<file path="src/mbm_pkg.sv">
// Shared types, codes and helper functions of the Modbus RTU poll-and-write master.
package mbm_pkg;

   typedef logic [1:0]  command_type;
   typedef logic [1:0]  kind_type;
   typedef logic [15:0] word_type;
   typedef logic [7:0]  byte_type;
   typedef logic [5:0]  count_type;
   typedef logic [2:0]  reg_index_type;
   typedef logic [3:0]  step_type;

   localparam command_type CMD_READ  = 2'd0;
   localparam command_type CMD_WRITE = 2'd1;
   localparam command_type CMD_RX    = 2'd2;

   localparam kind_type KIND_TX   = 2'd0;
   localparam kind_type KIND_WORD = 2'd1;
   localparam kind_type KIND_ACK  = 2'd2;

   localparam reg_index_type REG_SLAVE_ADDRESS = 3'd0;
   localparam reg_index_type REG_READ_START    = 3'd1;
   localparam reg_index_type REG_READ_COUNT    = 3'd2;
   localparam reg_index_type REG_WRITE_START   = 3'd3;
   localparam reg_index_type REG_WRITE_COUNT   = 3'd4;

   localparam byte_type  FN_READ   = 8'h03;
   localparam byte_type  FN_WRITE  = 8'h10;
   localparam count_type MAX_WORDS = 6'd60;
   localparam word_type  CRC_INIT  = 16'hFFFF;
   localparam word_type  CRC_POLY  = 16'hA001;
   localparam byte_type  ACK_LENGTH = 8'd7;

   localparam step_type STEP_ADDR     = 4'd0;
   localparam step_type STEP_FUNC     = 4'd1;
   localparam step_type STEP_START_HI = 4'd2;
   localparam step_type STEP_START_LO = 4'd3;
   localparam step_type STEP_CNT_HI   = 4'd4;
   localparam step_type STEP_CNT_LO   = 4'd5;
   localparam step_type STEP_BYTES    = 4'd6;
   localparam step_type STEP_DATA_HI  = 4'd7;
   localparam step_type STEP_DATA_LO  = 4'd8;
   localparam step_type STEP_CRC_LO   = 4'd9;
   localparam step_type STEP_CRC_HI   = 4'd10;

   function automatic count_type sat_count(input count_type c);
      count_type r;
      if (c == 6'd0) begin
         r = 6'd1;
      end else if (c > MAX_WORDS) begin
         r = MAX_WORDS;
      end else begin
         r = c;
      end
      return r;
   endfunction

   function automatic word_type crc_byte(input word_type crc, input byte_type b);
      word_type c;
      c = crc ^ {8'h00, b};
      for (int k = 0; k < 8; k++) begin
         c = c[0] ? ((c >> 1) ^ CRC_POLY) : (c >> 1);
      end
      return c;
   endfunction

endpackage

</file>
<file path="src/mbm_req_if.sv">
// Request channel: commands, write words and received bytes.
interface mbm_req_if import mbm_pkg::*; ();
   logic        valid;
   logic        ready;
   command_type command;
   word_type    data;

   modport source (output valid, command, data, input ready);
   modport sink (input valid, command, data, output ready);
endinterface

</file>
<file path="src/mbm_rsp_if.sv">
// Result channel: transmit bytes, register words read and write acknowledges.
interface mbm_rsp_if import mbm_pkg::*; ();
   logic      valid;
   logic      ready;
   kind_type  kind;
   word_type  value;
   count_type word_index;
   logic      last;
   word_type  error_count;

   modport source (output valid, kind, value, word_index, last, error_count, input ready);
   modport sink (input valid, kind, value, word_index, last, error_count, output ready);
endinterface

</file>
<file path="src/mbm_csr_if.sv">
// Configuration write channel carrying a register index and write data.
interface mbm_csr_if import mbm_pkg::*; ();
   logic          valid;
   logic          ready;
   reg_index_type index;
   word_type      data;

   modport source (output valid, index, data, input ready);
   modport sink (input valid, index, data, output ready);
endinterface

</file>
<file path="src/modbus_rtu_master_poll_write_top.sv">
// Top level of the Modbus RTU master that polls one slave and writes register blocks.
//
// The req_bus channel takes one command per transfer: start a read poll, supply the next
// word of a multiple-register write, or deliver one byte received from the line.
// The rsp_bus channel returns the bytes to transmit, the register words of a good read
// reply and the write acknowledge, with last set on the final result of each command.
// The csr_bus channel writes the slave address, the read and write start addresses and
// the read and write counts; it is always ready, and the user must write it only while
// idle, as the block does not enforce this. One command is handled at a time and
// req_bus.ready is low while it is worked on. Frame bytes leave at one per cycle while
// rsp_bus takes them, through a CRC unit that folds one byte per cycle.
// A completed read reply is checked in states CHK0 to CHK3 through the single read
// port of the receive buffer, and each register word then takes two buffer reads and
// one output transfer. A write acknowledge is checked in states CHK0 to CHK2 and sent
// from state ACK; a failed check returns to idle early.
// The output register holds a result while the receiver stalls, and the sequencer waits
// for it to drain before it moves on, so no result is lost when rsp_bus.ready is low.
// A synchronous reset restores the register defaults, clears the pending flags, the error
// count and the receive pointer; the receive buffer itself is not cleared.
module modbus_rtu_master_poll_write_top import mbm_pkg::*; #(
   parameter int RX_BUFFER_DEPTH = 128
) (
   input logic       clock,
   input logic       reset,
   mbm_req_if.sink   req_bus,
   mbm_rsp_if.source rsp_bus,
   mbm_csr_if.sink   csr_bus
);

   localparam int AW = $clog2(RX_BUFFER_DEPTH);
   localparam int PW = $clog2(RX_BUFFER_DEPTH + 1);
   localparam int CW = (PW > 8) ? PW : 8;

   localparam logic [3:0] ST_IDLE = 4'd0;
   localparam logic [3:0] ST_TX   = 4'd1;
   localparam logic [3:0] ST_CHK0 = 4'd2;
   localparam logic [3:0] ST_CHK1 = 4'd3;
   localparam logic [3:0] ST_CHK2 = 4'd4;
   localparam logic [3:0] ST_CHK3 = 4'd5;
   localparam logic [3:0] ST_WHI  = 4'd6;
   localparam logic [3:0] ST_WLO  = 4'd7;
   localparam logic [3:0] ST_WOUT = 4'd8;
   localparam logic [3:0] ST_ACK  = 4'd9;

   byte_type  slave_address_ff, slave_address_in;
   word_type  read_start_ff, read_start_in;
   count_type read_count_ff, read_count_in;
   word_type  write_start_ff, write_start_in;
   count_type write_count_ff, write_count_in;

   logic [3:0]    state_ff, state_in;
   step_type      step_ff, step_in;
   logic          is_read_ff, is_read_in;
   logic          final_ff, final_in;
   word_type      data_ff, data_in;
   word_type      crc_ff, crc_in;
   word_type      tx_crc_ff, tx_crc_in;
   word_type      errors_ff, errors_in;
   logic          read_pending_ff, read_pending_in;
   logic          write_pending_ff, write_pending_in;
   count_type     wwn_ff, wwn_in;
   byte_type      exp_ff, exp_in;
   logic [PW-1:0] rx_ptr_ff, rx_ptr_in;
   count_type     word_ff, word_in;
   byte_type      hi_ff, hi_in;

   logic          rsp_valid_ff, rsp_valid_in;
   kind_type      rsp_kind_ff, rsp_kind_in;
   word_type      rsp_value_ff, rsp_value_in;
   count_type     rsp_index_ff, rsp_index_in;
   logic          rsp_last_ff, rsp_last_in;
   word_type      rsp_errors_ff, rsp_errors_in;

   byte_type      rx_bytes_ff [RX_BUFFER_DEPTH];
   byte_type      rd_data_ff;
   logic [AW-1:0] rd_addr;
   logic          mem_we;

   logic          req_accept;
   logic          out_free;
   logic          out_load;
   kind_type      out_kind;
   word_type      out_value;
   count_type     out_index;
   logic          out_last;
   count_type     rd_cnt;
   count_type     wr_cnt;
   count_type     tx_cnt;
   word_type      tx_start;
   byte_type      tx_byte;
   logic          tx_last;
   count_type     wwn_next;
   logic [PW-1:0] ptr_new;
   logic          ptr_room;
   byte_type      exp_less;
   count_type     reply_cnt;
   byte_type      word_hi_addr;
   byte_type      word_lo_addr;
   logic          word_last;

   assign req_bus.ready       = (state_ff == ST_IDLE);
   assign req_accept          = req_bus.valid && req_bus.ready;
   assign csr_bus.ready       = 1'b1;
   assign rsp_bus.valid       = rsp_valid_ff;
   assign rsp_bus.kind        = rsp_kind_ff;
   assign rsp_bus.value       = rsp_value_ff;
   assign rsp_bus.word_index  = rsp_index_ff;
   assign rsp_bus.last        = rsp_last_ff;
   assign rsp_bus.error_count = rsp_errors_ff;

   assign rd_cnt       = sat_count(read_count_ff);
   assign wr_cnt       = sat_count(write_count_ff);
   assign tx_cnt       = is_read_ff ? rd_cnt : wr_cnt;
   assign tx_start     = is_read_ff ? read_start_ff : write_start_ff;
   assign wwn_next     = wwn_ff + 6'd1;
   assign ptr_room     = (rx_ptr_ff < PW'(RX_BUFFER_DEPTH));
   assign ptr_new      = ptr_room ? (rx_ptr_ff + PW'(1)) : rx_ptr_ff;
   assign exp_less     = exp_ff - 8'd5;
   assign reply_cnt    = exp_less[6:1];
   assign word_hi_addr = 8'd3 + {1'b0, word_ff, 1'b0};
   assign word_lo_addr = 8'd4 + {1'b0, word_ff, 1'b0};
   assign word_last    = (word_ff == (reply_cnt - 6'd1));

   always_comb begin
      unique case (step_ff)
         STEP_ADDR:     tx_byte = slave_address_ff;
         STEP_FUNC:     tx_byte = is_read_ff ? FN_READ : FN_WRITE;
         STEP_START_HI: tx_byte = tx_start[15:8];
         STEP_START_LO: tx_byte = tx_start[7:0];
         STEP_CNT_HI:   tx_byte = 8'h00;
         STEP_CNT_LO:   tx_byte = {2'b00, tx_cnt};
         STEP_BYTES:    tx_byte = {1'b0, tx_cnt, 1'b0};
         STEP_DATA_HI:  tx_byte = data_ff[15:8];
         STEP_DATA_LO:  tx_byte = data_ff[7:0];
         STEP_CRC_LO:   tx_byte = crc_ff[7:0];
         STEP_CRC_HI:   tx_byte = crc_ff[15:8];
         default:       tx_byte = 8'h00;
      endcase
      tx_last = (step_ff == STEP_CRC_HI) ||
                (!is_read_ff && (step_ff == STEP_DATA_LO) && !final_ff);
   end

   always_comb begin
      slave_address_in = slave_address_ff;
      read_start_in    = read_start_ff;
      read_count_in    = read_count_ff;
      write_start_in   = write_start_ff;
      write_count_in   = write_count_ff;
      if (csr_bus.valid) begin
         unique case (csr_bus.index)
            REG_SLAVE_ADDRESS: slave_address_in = csr_bus.data[7:0];
            REG_READ_START:    read_start_in    = csr_bus.data;
            REG_READ_COUNT:    read_count_in    = csr_bus.data[5:0];
            REG_WRITE_START:   write_start_in   = csr_bus.data;
            REG_WRITE_COUNT:   write_count_in   = csr_bus.data[5:0];
            default: ;
         endcase
      end
   end

   always_comb begin
      state_in         = state_ff;
      step_in          = step_ff;
      is_read_in       = is_read_ff;
      final_in         = final_ff;
      data_in          = data_ff;
      crc_in           = crc_ff;
      tx_crc_in        = tx_crc_ff;
      errors_in        = errors_ff;
      read_pending_in  = read_pending_ff;
      write_pending_in = write_pending_ff;
      wwn_in           = wwn_ff;
      exp_in           = exp_ff;
      rx_ptr_in        = rx_ptr_ff;
      word_in          = word_ff;
      hi_in            = hi_ff;
      out_free         = !rsp_valid_ff || rsp_bus.ready;
      out_load         = 1'b0;
      out_kind         = KIND_TX;
      out_value        = '0;
      out_index        = '0;
      out_last         = 1'b0;
      mem_we           = 1'b0;
      rd_addr          = '0;

      unique case (state_ff)
         ST_IDLE: begin
            if (req_accept) begin
               is_read_in = (req_bus.command == CMD_READ);
               data_in    = req_bus.data;
               unique case (req_bus.command)
                  CMD_READ: begin
                     if (!write_pending_ff && (wwn_ff == 6'd0)) begin
                        if (read_pending_ff) begin
                           errors_in = errors_ff + 16'd1;
                        end
                        rx_ptr_in       = '0;
                        read_pending_in = 1'b1;
                        crc_in          = CRC_INIT;
                        exp_in          = {1'b0, rd_cnt, 1'b0} + 8'd5;
                        step_in         = STEP_ADDR;
                        state_in        = ST_TX;
                     end
                  end
                  CMD_WRITE: begin
                     if ((wwn_ff != 6'd0) || !read_pending_ff) begin
                        if (wwn_ff == 6'd0) begin
                           if (write_pending_ff) begin
                              errors_in = errors_ff + 16'd1;
                           end
                           crc_in  = CRC_INIT;
                           step_in = STEP_ADDR;
                        end else begin
                           crc_in  = tx_crc_ff;
                           step_in = STEP_DATA_HI;
                        end
                        state_in = ST_TX;
                        final_in = (wwn_next >= wr_cnt);
                        if (wwn_next >= wr_cnt) begin
                           wwn_in           = '0;
                           exp_in           = ACK_LENGTH;
                           rx_ptr_in        = '0;
                           write_pending_in = 1'b1;
                        end else begin
                           wwn_in = wwn_next;
                        end
                     end
                  end
                  CMD_RX: begin
                     mem_we    = ptr_room;
                     rx_ptr_in = ptr_new;
                     if ((CW'(ptr_new) >= CW'(exp_ff)) &&
                         (read_pending_ff || write_pending_ff)) begin
                        state_in = ST_CHK0;
                     end
                  end
                  default: ;
               endcase
            end
         end
         ST_TX: begin
            if (out_free) begin
               out_load  = 1'b1;
               out_value = {8'h00, tx_byte};
               out_last  = tx_last;
               if (step_ff < STEP_CRC_LO) begin
                  crc_in = crc_byte(crc_ff, tx_byte);
               end
               if (!is_read_ff && (step_ff == STEP_DATA_LO)) begin
                  tx_crc_in = crc_in;
               end
               if (tx_last) begin
                  state_in = ST_IDLE;
               end else if (is_read_ff && (step_ff == STEP_CNT_LO)) begin
                  step_in = STEP_CRC_LO;
               end else begin
                  step_in = step_ff + 4'd1;
               end
            end
         end
         ST_CHK0: begin
            rd_addr  = AW'(0);
            state_in = ST_CHK1;
         end
         ST_CHK1: begin
            rd_addr  = AW'(1);
            state_in = (rd_data_ff == slave_address_ff) ? ST_CHK2 : ST_IDLE;
         end
         ST_CHK2: begin
            rd_addr = AW'(2);
            if (rd_data_ff != (read_pending_ff ? FN_READ : FN_WRITE)) begin
               state_in = ST_IDLE;
            end else begin
               state_in = read_pending_ff ? ST_CHK3 : ST_ACK;
            end
         end
         ST_CHK3: begin
            word_in = '0;
            if (rd_data_ff == {exp_less[7:1], 1'b0}) begin
               state_in = ST_WHI;
            end else begin
               state_in = ST_IDLE;
            end
         end
         ST_WHI: begin
            rd_addr  = word_hi_addr[AW-1:0];
            state_in = ST_WLO;
         end
         ST_WLO: begin
            rd_addr  = word_lo_addr[AW-1:0];
            hi_in    = rd_data_ff;
            state_in = ST_WOUT;
         end
         ST_WOUT: begin
            rd_addr = word_lo_addr[AW-1:0];
            if (out_free) begin
               out_load  = 1'b1;
               out_kind  = KIND_WORD;
               out_value = {hi_ff, rd_data_ff};
               out_index = word_ff;
               out_last  = word_last;
               if (word_last) begin
                  read_pending_in = 1'b0;
                  rx_ptr_in       = '0;
                  state_in        = ST_IDLE;
               end else begin
                  word_in  = word_ff + 6'd1;
                  state_in = ST_WHI;
               end
            end
         end
         ST_ACK: begin
            if (out_free) begin
               out_load         = 1'b1;
               out_kind         = KIND_ACK;
               out_last         = 1'b1;
               write_pending_in = 1'b0;
               rx_ptr_in        = '0;
               state_in         = ST_IDLE;
            end
         end
         default: state_in = ST_IDLE;
      endcase

      if (out_load) begin
         rsp_valid_in = 1'b1;
      end else if (rsp_bus.ready) begin
         rsp_valid_in = 1'b0;
      end else begin
         rsp_valid_in = rsp_valid_ff;
      end
      rsp_kind_in   = out_load ? out_kind : rsp_kind_ff;
      rsp_value_in  = out_load ? out_value : rsp_value_ff;
      rsp_index_in  = out_load ? out_index : rsp_index_ff;
      rsp_last_in   = out_load ? out_last : rsp_last_ff;
      rsp_errors_in = out_load ? errors_ff : rsp_errors_ff;
   end

   always_ff @(posedge clock) begin
      if (mem_we) begin
         rx_bytes_ff[rx_ptr_ff[AW-1:0]] <= req_bus.data[7:0];
      end
      rd_data_ff <= rx_bytes_ff[rd_addr];
   end

   always_ff @(posedge clock) begin
      if (reset) begin
         slave_address_ff <= 8'd1;
         read_start_ff    <= 16'd0;
         read_count_ff    <= 6'd40;
         write_start_ff   <= 16'd1000;
         write_count_ff   <= 6'd20;
         state_ff         <= ST_IDLE;
         crc_ff           <= CRC_INIT;
         tx_crc_ff        <= CRC_INIT;
         errors_ff        <= '0;
         read_pending_ff  <= 1'b0;
         write_pending_ff <= 1'b0;
         wwn_ff           <= '0;
         exp_ff           <= 8'd85;
         rx_ptr_ff        <= '0;
         rsp_valid_ff     <= 1'b0;
      end else begin
         slave_address_ff <= slave_address_in;
         read_start_ff    <= read_start_in;
         read_count_ff    <= read_count_in;
         write_start_ff   <= write_start_in;
         write_count_ff   <= write_count_in;
         state_ff         <= state_in;
         crc_ff           <= crc_in;
         tx_crc_ff        <= tx_crc_in;
         errors_ff        <= errors_in;
         read_pending_ff  <= read_pending_in;
         write_pending_ff <= write_pending_in;
         wwn_ff           <= wwn_in;
         exp_ff           <= exp_in;
         rx_ptr_ff        <= rx_ptr_in;
         rsp_valid_ff     <= rsp_valid_in;
      end
   end

   always_ff @(posedge clock) begin
      step_ff       <= step_in;
      is_read_ff    <= is_read_in;
      final_ff      <= final_in;
      data_ff       <= data_in;
      word_ff       <= word_in;
      hi_ff         <= hi_in;
      rsp_kind_ff   <= rsp_kind_in;
      rsp_value_ff  <= rsp_value_in;
      rsp_index_ff  <= rsp_index_in;
      rsp_last_ff   <= rsp_last_in;
      rsp_errors_ff <= rsp_errors_in;
   end

endmodule

</file>
<file path="src/flat_wrapper.sv">
// flat-port wrapper written by rule: the top's interface ports become plain ports
module modbus_rtu_master_poll_write_top_flat import mbm_pkg::*;
#(
   parameter int RX_BUFFER_DEPTH = 128
)
  (clock, reset, req_bus_valid, req_bus_command, req_bus_data, req_bus_ready, rsp_bus_valid, rsp_bus_kind, rsp_bus_value, rsp_bus_word_index, rsp_bus_last, rsp_bus_error_count, rsp_bus_ready, csr_bus_valid, csr_bus_index, csr_bus_data, csr_bus_ready);
  mbm_req_if req_bus_i ();
  mbm_rsp_if rsp_bus_i ();
  mbm_csr_if csr_bus_i ();
  input logic clock;
  input logic reset;
  input wire logic [$bits(req_bus_i.valid)-1:0] req_bus_valid;
  input wire logic [$bits(req_bus_i.command)-1:0] req_bus_command;
  input wire logic [$bits(req_bus_i.data)-1:0] req_bus_data;
  output wire logic [$bits(req_bus_i.ready)-1:0] req_bus_ready;
  output wire logic [$bits(rsp_bus_i.valid)-1:0] rsp_bus_valid;
  output wire logic [$bits(rsp_bus_i.kind)-1:0] rsp_bus_kind;
  output wire logic [$bits(rsp_bus_i.value)-1:0] rsp_bus_value;
  output wire logic [$bits(rsp_bus_i.word_index)-1:0] rsp_bus_word_index;
  output wire logic [$bits(rsp_bus_i.last)-1:0] rsp_bus_last;
  output wire logic [$bits(rsp_bus_i.error_count)-1:0] rsp_bus_error_count;
  input wire logic [$bits(rsp_bus_i.ready)-1:0] rsp_bus_ready;
  input wire logic [$bits(csr_bus_i.valid)-1:0] csr_bus_valid;
  input wire logic [$bits(csr_bus_i.index)-1:0] csr_bus_index;
  input wire logic [$bits(csr_bus_i.data)-1:0] csr_bus_data;
  output wire logic [$bits(csr_bus_i.ready)-1:0] csr_bus_ready;
  assign req_bus_i.valid = req_bus_valid;
  assign req_bus_i.command = req_bus_command;
  assign req_bus_i.data = req_bus_data;
  assign req_bus_ready = req_bus_i.ready;
  assign rsp_bus_valid = rsp_bus_i.valid;
  assign rsp_bus_kind = rsp_bus_i.kind;
  assign rsp_bus_value = rsp_bus_i.value;
  assign rsp_bus_word_index = rsp_bus_i.word_index;
  assign rsp_bus_last = rsp_bus_i.last;
  assign rsp_bus_error_count = rsp_bus_i.error_count;
  assign rsp_bus_i.ready = rsp_bus_ready;
  assign csr_bus_i.valid = csr_bus_valid;
  assign csr_bus_i.index = csr_bus_index;
  assign csr_bus_i.data = csr_bus_data;
  assign csr_bus_ready = csr_bus_i.ready;
  modbus_rtu_master_poll_write_top #(.RX_BUFFER_DEPTH(RX_BUFFER_DEPTH)) u_core (.clock(clock), .reset(reset), .req_bus(req_bus_i), .rsp_bus(rsp_bus_i), .csr_bus(csr_bus_i));
endmodule
</file>
<file path="config.mk">
export PLATFORM = sky130hd
export DESIGN_NAME = modbus_rtu_master_poll_write_top_flat
export DESIGN_NICKNAME = d
export VERILOG_FILES = /design/src/mbm_pkg.sv /design/src/mbm_req_if.sv /design/src/mbm_rsp_if.sv /design/src/mbm_csr_if.sv /design/src/modbus_rtu_master_poll_write_top.sv /design/src/flat_wrapper.sv
export SDC_FILE = /design/constraint.sdc
export NUM_CORES = 2
export LEC_CHECK = 0
export BUFFER_PORTS_ARGS = -buffer_cell sky130_fd_sc_hd__buf_4
export CORE_UTILIZATION = 49
export CTS_CLUSTER_SIZE = 12
export DETAILED_ROUTE_END_ITERATION = 8
export PLACE_DENSITY = 0.63
export SYNTH_ARGS = -nofsm -noshare
export SYNTH_HDL_FRONTEND = slang
export SYNTH_SLANG_ARGS = --single-unit
</file>
<file path="constraint.sdc">
create_clock -name clock -period 4.4 [get_ports clock]
set_clock_uncertainty 0.05 [all_clocks]
set_input_delay 0.44 -clock clock [delete_from_list [all_inputs] [get_ports clock]]
set_output_delay 0.44 -clock clock [all_outputs]
set_load 0.01 [all_outputs]
</file>
======== Word level (Yosys, flattened, before mapping) ========
Memories as Yosys holds them, arrays and structs flattened. A register that Yosys moved wholly into a read port is not among the register bits.
Index checks and enable logic that the tools add are counted.
storage, ports and cells
  register bits ........................... 206
  memory bits (writable) .................. 1024
  input bits .............................. 42
  memories kept ........................... 1
operators by class
  $add $sub $neg .......................... 10
  order comparisons ....................... 6
  eq/ne operators ......................... 53
  mux-type cells .......................... 104
  bitwise logic cells ..................... 9
  reduce and logical (&&, ||, !) cells .... 50
memories
  memory              words  width  rd ports  clocked after Yosys merged registers in  write ports  line                                    text
  u_core.rx_bytes_ff  128    8      1         1                                        1            modbus_rtu_master_poll_write_top.sv:74  byte_type rx_bytes_ff [RX_BUFFER_DEPTH];
operators with widths
  operator                                                                 count
  16-bit 2-to-1 mux                                                        21
  16-bit one-hot mux with 2 select lines                                   4
  8-bit 2-to-1 mux                                                         12
  8-bit one-hot mux with 10 select lines                                   1
  4-bit 2-to-1 mux                                                         16
  6-bit 2-to-1 mux                                                         8
  8-bit one-hot mux with 3 select lines                                    2
  4-bit one-hot mux with 10 select lines                                   1
  4-bit by 3-bit == test with 1-bit output, second input constant          7
  7-bit one-hot mux with 4 select lines                                    1
  2-bit inverter with 3-bit output                                         8
  6-bit AND reduction                                                      4
  1-bit 2-to-1 mux                                                         22
  4-bit == test, second input constant                                     5
  2-bit by 1-bit inequality test with 1-bit output, second input constant  10
  6-bit logical NOT                                                        3
  2-bit inequality test, second input constant                             9
  9-bit AND reduction                                                      2
  16-bit by 1-bit adder with 16-bit output, second input constant          1
  4-bit by 2-bit == test with 1-bit output, second input constant          4
  8-bit == test                                                            2
  4-bit one-hot mux with 2 select lines                                    2
  8-bit one-hot mux with 2 select lines                                    1
  16-bit by 8-bit bitwise XOR with 16-bit output                           1
  47 further kinds                                                         85

======== Depth between registers and ports, before layout ========
  depth in word-level cells ............... 25
  gate-level depth with buffers ........... 15
  mapped depth without buffers ............ 15

======== Worst setup path after synthesis ========
Ideal clock, no wire load.
  kind .................................... register to register
  from .................................... register u_core.state_ff[2]
  to ...................................... register u_core.rsp_errors_ff[0], in the netlist u_core.rsp_bus.error_count[0] (enable)
  arrival time ............................ 3.259 ns
  slack ................................... 0.638 ns
  cell stages (with the launch flop) ...... 6
  clock period less this slack ............ 3.762 ns
  cells stage by stage .................... dfxtp_1 clkbuf_1 nor2_1 nand2_1 clkbuf_1 a21oi_1
between the ends
  word-level cells in the longest chain between the ends .. 3
ends and longest elaborated chain
  what                                                                              line                                     text
  start, declared                                                                   modbus_rtu_master_poll_write_top.sv:51   logic [3:0] state_ff, state_in;
  start signal, assigned                                                            modbus_rtu_master_poll_write_top.sv:369  state_ff <= state_in;
  4-bit by 1-bit == test with 1-bit output / 4-bit == test (equally long branches)  modbus_rtu_master_poll_write_top.sv:186  unique case (state_ff)
  3-bit OR reduction (no source line) *                                             --
  1-bit 2-to-1 mux *                                                                --
  named net u_core.out_load                                                         modbus_rtu_master_poll_write_top.sv:81   logic out_load;
  end signal, assigned                                                              modbus_rtu_master_poll_write_top.sv:393  rsp_errors_ff <= rsp_errors_in;
  end, declared                                                                     modbus_rtu_master_poll_write_top.sv:72   word_type rsp_errors_ff, rsp_errors_in;
The timed path passes the listed nets; every way through them passes the cells marked *.
A chain may end at the register's enable or synchronous reset.

======== Final worst setup path ========
  from .................................... register u_core.state_ff[3]
  to ...................................... register u_core.rd_data_ff[5] (read register of u_core.rx_bytes_ff)
between the ends
  word-level cells in the longest chain between the ends .. 3
ends and longest elaborated chain
  what                                                                              line                                     text
  4-bit by 3-bit == test with 1-bit output / 4-bit == test (equally long branches)  modbus_rtu_master_poll_write_top.sv:186
  2-bit OR reduction (no source line)                                               --
  7-bit one-hot mux with 4 select lines *                                           modbus_rtu_master_poll_write_top.sv:186
  end, declared                                                                     modbus_rtu_master_poll_write_top.sv:75   byte_type rd_data_ff;
Mark *: on every way between the ends. The rest lies on a longest branch, timed or not.

==> results.tsv <==
metric	value	unit
grt_pass1_wl	184000	µm
worstPathMaxFanout	72	
ios	86	
tightest_slew	1.23	ns
wl_per_cell	25.7	µm
place_inst	4547	
synth_seq_cells	1237	
drtIter0Drc	2932	
arrival	4.58	ns
clock_latency	0.73	ns
die_w	323	µm
gp_congestion	0.874	
internal_power	21800	µW
die-area	104000	µm²
rsz0062_at_grt	no	
drv_slew	0	
switching_share	27.6	%
power.switching	8280	µW
antenna_left	0	
hp-start	rsp_bus_ready	
p_comb_share	19.2	%
hold_path_end	u_core.rsp_bus.valid$_SDFFE_PP0P_	
period_share	91.3	%
cts_buffer_depth	3	
syn_nets	3271	
fin_tns_setup	0	ns
synth_commonest_cells	edfxtp_1 (1101), nor2_1 (418), nand2_1 (313), mux4_2 (257), clkbuf_1 (159)	
synth-edff-count	1101	
drtPass1Iterations	6	
antenna_cells	0	
irDropWorstVdd	0.413	mV
worst_setup_path_end_kind	flop	
cts_root_buf	clkbuf_16	
gr-total-overflow	0	
crit_path_max_incr_delay	0.62	ns
post-cts-setup-buffers	0	
yosysSeqAreaShare	70.8	%
holdCritPathClass	primary input to flop	
regToRegSetupSlack	0.38	ns
p_per_area	524	nW/µm²
synthTopCellsByArea	edfxtp_1 (65%), mux4_2 (11%), dfxtp_1 (5.4%)	
cts.sinks	1237	
synthArstFlopShare	0	%
drc	0	
required	4.97	ns
drive_gt1_share	17.9	%
nets	3412	
grt_usage	24.0	%
synth_largest_area_cell	edfxtp_1	
yosysWarnings	0	
htree_levels	4	
crit_chain	nor2b_1 > nand2_1 > o21ai_1 > a22oi_2 > buf_4 > buf_12 > nor2_1 > nor2_1 > o21ai_0 > o211ai_1 > and4_1	
cts_tree	done	
port_buffers	84	
crit_type	flop to flop	
p_leak	0.0187	µW
cp_slowest_cell	dfxtp_1	
start_kind	flop	
finalSetupViolCount	0	
cp_common_cell	nor2_1	
synth_area	50500	µm²
core-area	102000	µm²
place_hpwl	76100	µm
yosysMostFrequentCell	edfxtp_1	
place_area	53000	µm²
final_cell_area	57300	µm²
min_period	4.02	ns
yosysTopAreaCellShare	65.4	%
reg2reg_depth	11	
pwr-share-seq	46.2	%
grt_pass1_vias	28900	
r2r_end	u_core.rd_data_ff[5]$_DFF_P_	
finalHoldViolCount	0	
vias	28600	
hold_depth	3	
status	completed	
clkTransAtPathRegs	0.06	ns
dieHeight	323	µm
start_util	49.5	%
syn_to_final_growth	13.4	%
fin_cells	4799	
cts_buffers	133	
max_cap_viol_count	0	
wl	123000	µm
yosysUniqueCellTypes	71	
rr_startpoint	u_core.state_ff[3]$_SDFFE_PP0P_	
synth_flop_cell	edfxtp_1	
p_clk_share	34.6	%
grt_max_degree	129	
crit_path_start	u_core.state_ff[3]$_SDFFE_PP0P_	
grt_antenna_before_repair	3	
slew-limit-headroom	17.9	%
post_synth.cell_area_avg	15.8	µm²
row_count	117	
fmax	249	MHz
netlist_instances	3197	
viasPerCell	5.95	
-- cell type report --
| cell class | instances | area, µm² |
|---|---|---|
| fill | 7841 | 44700 |
| sequential | 1237 | 35800 |
| multi-input combinational | 1738 | 14000 |
| clock buffer | 191 | 3740 |
| tap | 1368 | 1710 |
| timing repair buffer | 193 | 1660 |
| clock inverter | 37 | 292 |
| inverter | 35 | 131 |
-- flip-flops by register name, indices dropped and copies added (netlist names), 7 cells and up --
register and cells:
u_core.crc_ff 16, u_core.data_ff 16, u_core.errors_ff 16, u_core.exp_ff 7, u_core.hi_ff 8, u_core.rd_data_ff 8
u_core.read_start_ff 16, u_core.rsp_bus.error_count 16, u_core.rsp_bus.value 16, u_core.rx_bytes_ff 1024, u_core.rx_ptr_ff 8, u_core.slave_address_ff 8
u_core.tx_crc_ff 16, u_core.write_start_ff 16
-- kinds of logic (layout without fill, tap and decap cells) --
group	Yosys count	count (layout)	synth area share, %
xor gates and xnor gates	80	80	1.53
buffers and inverters	222	456	1.69
and+or+nand+nor	989	989	8.49
adders and majority gates	32	32	0.792
other	1	1	0.00742
muxes	294	294	12.2
DFF	1237	1237	70.8
AOI/OAI and AO/OA	342	342	4.47
-- how the worst max path moves through the flow --
stage | end | slack, ns | cells past startpoint
final | u_core.rd_data_ff[5]$_DFF_P_ | 0.38 | 11
after global routing | u_core.rd_data_ff[1]$_DFF_P_ | 0.15 | 10
after CTS | u_core.rd_data_ff[5]$_DFF_P_ | 0.30 | 11
after detailed placement | u_core.rd_data_ff[5]$_DFF_P_ | 0.31 | 11
after global placement | u_core.rd_data_ff[5]$_DFF_P_ | 0.35 | 11
after floorplan | u_core.rsp_bus.error_count[0]$_DFFE_PP_ | 0.64 | 5
-- power groups by stage --
stage | Sequential, µW | Clock [µW] | Combinational, µW
detailed placement | 14100 | 0 | 5740
global route | 13900 | 11000 | 6200
floorplan | 13900 | 0 | 3810
CTS | 13900 | 10600 | 5770
finish | 13900 | 10400 | 5770
global placement | 14100 | 0 | 5700
-- routing by layer --
metal	track usage [%]	up-vias	part of all wire, %
met4	8.32	2	3.0
met2	38.5	1094	48
met5	0	-	0.0097
met3	3.96	241	6.5
li1	-	12600	-
met1	33.4	14700	42
-- critical path: cells and delay by family (launching register included) --
kind / cells / cell delay [ns]
AND/OR/NAND/NOR: 5 / 1.14
buffers and inverters: 2 / 0.42
flip-flops: 1 / 0.62
AO/OA/AOI/OAI: 4 / 1.55
-- metrics by stage --
| step | power, µW | hold slack (ns) | util (%) | worst slack (ns) |
|---|---|---|---|---|
| detailed placement | 19800 | 0.387 | 52.0 | 0.307 |
| finish | 30000 | 0.164 | 56.2 | 0.385 |
| global route | 31100 | 0.173 | 56.2 | 0.154 |
| CTS | 30200 | 0.104 | 56.2 | 0.298 |
| global placement | 19800 | 0.389 | 52.0 | 0.349 |
| floorplan | 17700 | 0.378 | - | 0.638 |
-- cell usage in the layout, fill, tap and decap left out, types with 9 or more instances in the layout --
| master | Yosys | layout |
|---|---|---|
| buf_4 | 3 | 157 |
| nand3b_1 | 17 | 17 |
| nand2_1 | 313 | 313 |
| dlygate4sd3_1 | 0 | 24 |
| inv_1 | 34 | 34 |
| clkinv_1 | 1 | 16 |
| nor4_1 | 9 | 9 |
| ha_1 | 32 | 32 |
| o211ai_1 | 71 | 71 |
| mux2i_1 | 29 | 29 |
| nor2b_1 | 23 | 23 |
| o21ai_0 | 61 | 61 |
| o22ai_1 | 9 | 9 |
| a211oi_1 | 15 | 15 |
| buf_12 | 0 | 12 |
| and3_1 | 11 | 11 |
| a21o_1 | 10 | 10 |
| a211o_1 | 31 | 31 |
| nand3_1 | 111 | 111 |
| and4_1 | 11 | 11 |
| xor2_1 | 41 | 41 |
| nor3_1 | 15 | 15 |
| mux4_2 | 257 | 257 |
| dfxtp_1 | 136 | 136 |
| clkbuf_1 | 159 | 45 |
| nand2b_1 | 14 | 14 |
| clkbuf_16 | 0 | 139 |
| nand4_1 | 11 | 11 |
| nor2_1 | 418 | 417 |
| xnor2_1 | 34 | 34 |
| a21oi_1 | 86 | 85 |
| edfxtp_1 | 1101 | 1101 |
| and2_1 | 19 | 19 |
-- what timing repair did --
action	CTS	global route
gates resized for setup	0	1
hold buffers	24	0
setup endpoints to repair	0	3
hold endpoints to repair	60	0
No activity file was read; power rests on OpenSTA's default activity.
